### src/rtl/hwsf_pkg.sv
`timescale 1ns / 1ps
package hwsf_pkg;

    localparam int OPW = 35;            // shared unit operand width
    localparam int PRW = 70;            // shared unit result width
    localparam int MUL_STEPS = 35;
    localparam int DIV_STEPS = 48;

    localparam logic [16:0] GAIN_ONE = 17'd65536;
    localparam logic [62:0] SSE_MAX = {63{1'b1}};
    localparam logic [32:0] SQ_LIMIT = 33'd3037000499;
    localparam logic signed [31:0] Q_ONE = 32'sd65536;
    localparam logic signed [31:0] S32_MAX = 32'sh7FFF_FFFF;
    localparam logic signed [31:0] S32_MIN = 32'sh8000_0000;

    localparam logic [2:0] REG_ALPHA = 3'd0;
    localparam logic [2:0] REG_BETA = 3'd1;
    localparam logic [2:0] REG_GAMMA = 3'd2;
    localparam logic [2:0] REG_MODE = 3'd3;
    localparam logic [2:0] REG_SLEN = 3'd4;
    localparam logic [2:0] REG_ITREND = 3'd5;

    function automatic logic signed [31:0] sat32(input logic signed [71:0] v);
        logic signed [31:0] r;
        if (v > 72'(S32_MAX))
            r = S32_MAX;
        else if (v < 72'(S32_MIN))
            r = S32_MIN;
        else
            r = v[31:0];
        return r;
    endfunction

    function automatic logic [16:0] clamp_gain(input logic [16:0] g);
        return (g > GAIN_ONE) ? GAIN_ONE : g;
    endfunction

endpackage

### src/rtl/hwsf_mdu.sv
`timescale 1ns / 1ps
module hwsf_mdu (
    input  logic clk,
    input  logic rst_n,
    input  logic start,
    input  logic op_div,
    input  logic signed [hwsf_pkg::OPW-1:0] a,
    input  logic signed [hwsf_pkg::OPW-1:0] b,
    output logic done,
    output logic signed [hwsf_pkg::PRW-1:0] result
);
    import hwsf_pkg::*;

    logic run_reg, fin_reg, done_reg, div_reg, neg_reg;
    logic [5:0] cnt_reg;
    logic [PRW-1:0] mcand_reg, acc_reg;
    logic [OPW-1:0] mplier_reg;
    logic [47:0] dvd_reg, quo_reg;
    logic [31:0] den_reg, rem_reg;
    logic signed [PRW-1:0] result_reg;

    logic [OPW-1:0] a_mag, b_mag;
    logic [32:0] rem_sh;
    logic [33:0] trial;
    logic last;
    logic [PRW-1:0] mag;

    always_comb
    begin
        a_mag = a[OPW-1] ? (~a + OPW'(1)) : a;
        b_mag = b[OPW-1] ? (~b + OPW'(1)) : b;
        rem_sh = {rem_reg, dvd_reg[47]};
        trial = {1'b0, rem_sh} - {2'b00, den_reg};
        last = div_reg ? (cnt_reg == 6'(DIV_STEPS - 1)) : (cnt_reg == 6'(MUL_STEPS - 1));
        mag = div_reg ? {{(PRW-48){1'b0}}, quo_reg} : acc_reg;
    end

    always_ff @(posedge clk or negedge rst_n)
    begin
        if (!rst_n)
        begin
            run_reg <= 1'b0;
            fin_reg <= 1'b0;
            done_reg <= 1'b0;
            cnt_reg <= '0;
        end
        else
        begin
            done_reg <= fin_reg;
            fin_reg <= 1'b0;
            if (start)
            begin
                run_reg <= 1'b1;
                cnt_reg <= '0;
            end
            else if (run_reg)
            begin
                cnt_reg <= cnt_reg + 6'd1;
                if (last)
                begin
                    run_reg <= 1'b0;
                    fin_reg <= 1'b1;
                end
            end
        end
    end

    always_ff @(posedge clk)
    begin
        if (start)
        begin
            div_reg <= op_div;
            neg_reg <= a[OPW-1] ^ b[OPW-1];
            mcand_reg <= PRW'(a_mag);
            mplier_reg <= b_mag;
            acc_reg <= '0;
            dvd_reg <= {a_mag[31:0], 16'd0};
            den_reg <= b_mag[31:0];
            rem_reg <= '0;
            quo_reg <= '0;
        end
        else if (run_reg)
        begin
            if (div_reg)
            begin
                // restoring division, one quotient bit per cycle
                dvd_reg <= {dvd_reg[46:0], 1'b0};
                if (!trial[33])
                begin
                    rem_reg <= trial[31:0];
                    quo_reg <= {quo_reg[46:0], 1'b1};
                end
                else
                begin
                    rem_reg <= rem_sh[31:0];
                    quo_reg <= {quo_reg[46:0], 1'b0};
                end
            end
            else
            begin
                if (mplier_reg[0])
                    acc_reg <= acc_reg + mcand_reg;
                mcand_reg <= {mcand_reg[PRW-2:0], 1'b0};
                mplier_reg <= {1'b0, mplier_reg[OPW-1:1]};
            end
        end
        if (fin_reg)
            result_reg <= neg_reg ? $signed(~mag + PRW'(1)) : $signed(mag);
    end

    assign done = done_reg;
    assign result = result_reg;

endmodule

### config.mk
export PLATFORM = sky130hd
export DESIGN_NAME = hwsf_mdu
export DESIGN_NICKNAME = d
export VERILOG_FILES = /design/src/rtl/hwsf_pkg.sv /design/src/rtl/hwsf_mdu.sv
export SDC_FILE = /design/constraint.sdc
export NUM_CORES = 1
export LEC_CHECK = 0
export BUFFER_PORTS_ARGS = -buffer_cell sky130_fd_sc_hd__clkbuf_2
export CORE_UTILIZATION = 30
export DETAILED_ROUTE_END_ITERATION = 8
export SETUP_SLACK_MARGIN = 0.4
export SYNTH_ARGS = -nofsm -noshare
export SYNTH_HDL_FRONTEND = slang
export SYNTH_SLANG_ARGS = --single-unit
### constraint.sdc
create_clock -name clk -period 16.4 [get_ports clk]
set_input_delay 3.28 -clock clk [delete_from_list [all_inputs] [get_ports clk]]
set_output_delay 3.28 -clock clk [all_outputs]
set_load 0.1 [all_outputs]
==> reports/results.ini <==
[synth]
syn_area_per_cell_um2=8.67
synth-seq-area-share=0.419
ys_seq_elements=400
synthTopCellsByArea=edfxtp_1 26%, dfxtp_1 15%, nand2_1 7.1%
synthFlopType=edfxtp_1
synthesis.nets=2963
ys_warn_count=0
mappedNetlistArea_mm2=0.0241
yosys.area.top_type=edfxtp_1
async_reset_ff_frac=0.0225
yosysTopAreaCellShare=0.256
netlist-cell-type-count=79
synth_cells=2782
synth_edf_count=206

[clocking]
clk_pin_slew_ps=60
clkLatencyLatePin_ps=630
numCtsBuffers=48
cts_buffer_depth=3
cts_sinks=400
cts.hold.buffers_added=0
cts_resized=0
h-tree-depth=2
cts_tree=yes
clockRootBuffer=clkbuf_16
cts_setup_buffers=0

[layout]
stdcell_count=3940
seq_area_mm2=0.0101
finalNetCount=3030
stdcell_area_mm2=0.0275
n_fill_cell=8201
drive_gt1_frac=0.106
synthToLayoutAreaGrowth_pct=14.2
multiInputGateArea_mm2=0.0132

[worst_setup_path]
startpoint=b[4]
critPathRequiredTime_ps=16760
reg2reg_depth=13
reg2reg_slack_ps=10640
r2r-end=result[62]
cp_max_fo=4
crit_path_end_kind=flip-flop
worstPathArrival_ps=6610
r2r-start=div_reg
start_kind=input pin
endpoint=mplier_reg[31]
crit_type=in2reg

[power]
p_leak_nw=10.5
ir_worst_vdd_mv=0.0752
power_density_mw_per_mm2=108

[timing]
finalCriticalPeriod_ps=6240
setup_viol=0
hold_violations=0
rsz0062_at_grt=false
fin_skew_ps=59.3
finalMaxSlewViolations=0
hold_slack_ps=451
worstMarginPinSlew_ps=1050
fmax_mhz=160
timing.final.crit_share=0.381
slew_headroom=0.302
fin_setup_tns_ps=0

[floorplan]
fp.coreArea_mm2=0.0793
std_cell_rows=103
dieArea_mm2=0.0815
ios=145
dieWidth_um=286
start_util=0.304
die_y_um=286

[global_route]
grt_pass1_vias=19100
overflow=0
grt_pass1_wl_um=107000
grt_max_degree=91
grt_antenna_before_repair=2
grt_usage=0.164

[route]
route.detailed.drc=0
viasPerCell=5.17
wl_per_cell_um=17.2
routed_wl_um=67700
final_antenna_net_count=0
num_vias=20400
dr.pass1.iters=5
drt_iter0_drc=1723

[placement]
dp_hpwl_um=48700
place_area_mm2=0.0258
port_buffers=144
routabilityCongestion=0.912
dp.cells=3849

[min_path]
hold_class=reg2reg

[run_status]
outcome=finished clean

[job]
maxCapViolCount=0

kinds of logic after synthesis:
kind of cell	synth area share
simple gates	0.187
compound gates	0.206
flops	0.419
buf+inv	0.0358
xor+xnor	0.0683
fa+ha+maj	0.0561
mux	0.0275
where the power goes:
| part | internal, W | switching, W |
|---|---|---|
| Sequential | 0.00114 | 0.0000561 |
| Combinational | 0.000235 | 0.000380 |
| Clock | 0.000685 | 0.000470 |
worst min-delay path by stage:
| stage | endpoint | cells past startpoint | start |
|---|---|---|---|
| 6_report | quo_reg[2] | 2 | quo_reg[1] |
| 5_1_grt | quo_reg[2] | 2 | quo_reg[1] |
| 3_5_place_dp | mcand_reg[62] | 2 | mcand_reg[61] |
| 2_1_floorplan | quo_reg[33] | 2 | quo_reg[32] |
| 4_1_cts | quo_reg[2] | 2 | quo_reg[1] |
| 3_3_place_gp | quo_reg[27] | 2 | quo_reg[26] |
cells in the mapped netlist (23+ instances only):
master / n
a21oi_1: 292
nand2_1: 457
o21ai_0: 150
ha_1: 105
nor3_1: 68
nand3_1: 38
xor2_1: 92
xnor2_1: 96
inv_1: 74
edfxtp_1: 206
nor2_1: 234
mux2i_1: 49
nand4_1: 33
clkbuf_1: 127
a21o_1: 57
dfxtp_1: 185
a211oi_1: 24
or3_1: 27
o21bai_1: 23
o21a_1: 80
o31ai_1: 30
area by class of cell:
| class | instances | area share |
|---|---|---|
| clock buffers | 56 | 0.0454 |
| repair buffers | 170 | 0.0336 |
| flip-flops and latches | 400 | 0.367 |
| inverters | 75 | 0.0102 |
| multi-input cells | 2154 | 0.478 |
| well taps | 1050 | 0.0477 |
| clock inverters | 34 | 0.0176 |
| diodes | 1 | 0.0000909 |
stage by stage:
| stage | utilization | worst slack, ps | power, W |
|---|---|---|---|
| detailed placement | 0.326 | 9510 | 0.00182 |
| global placement | 0.326 | 9580 | 0.00182 |
| floorplan | - | 9980 | 0.00165 |
| CTS | 0.347 | 10170 | 0.00299 |
| finish | 0.348 | 10160 | 0.00296 |
| global route | 0.347 | 9980 | 0.00311 |
placed cells by master, fill, tap and decap left out, types with 38 or more instances in the layout:
cell,count
mux2i_1,49
dfxtp_1,185
clkbuf_16,48
clkbuf_2,143
nand3_1,38
o21a_1,80
ha_1,105
nor2_1,234
xnor2_1,96
o21ai_0,150
inv_1,73
xor2_1,92
nand2_1,454
a21o_1,57
nor3_1,68
a21oi_1,292
edfxtp_1,206
layer usage:
metal  vias to the layer above  wire length (µm)  track usage
li1                      10200                 -            -
met1                      9607             33200        0.237
met2                       491             29400        0.251
met3                        94              3550       0.0252
met4                         2              1580       0.0453
met5                         -                13            0
worst max-delay path: stages:
cell and delay (ps):
clkbuf_2 110, nor4_2 360, nor3b_2 250, nand2_1 170
or3_4 430, or4_4 510, or4_4 510, or3_4 420
o31ai_4 180, xnor2_1 110, mux2_4 260
Power figures use the tool's default switching activity.
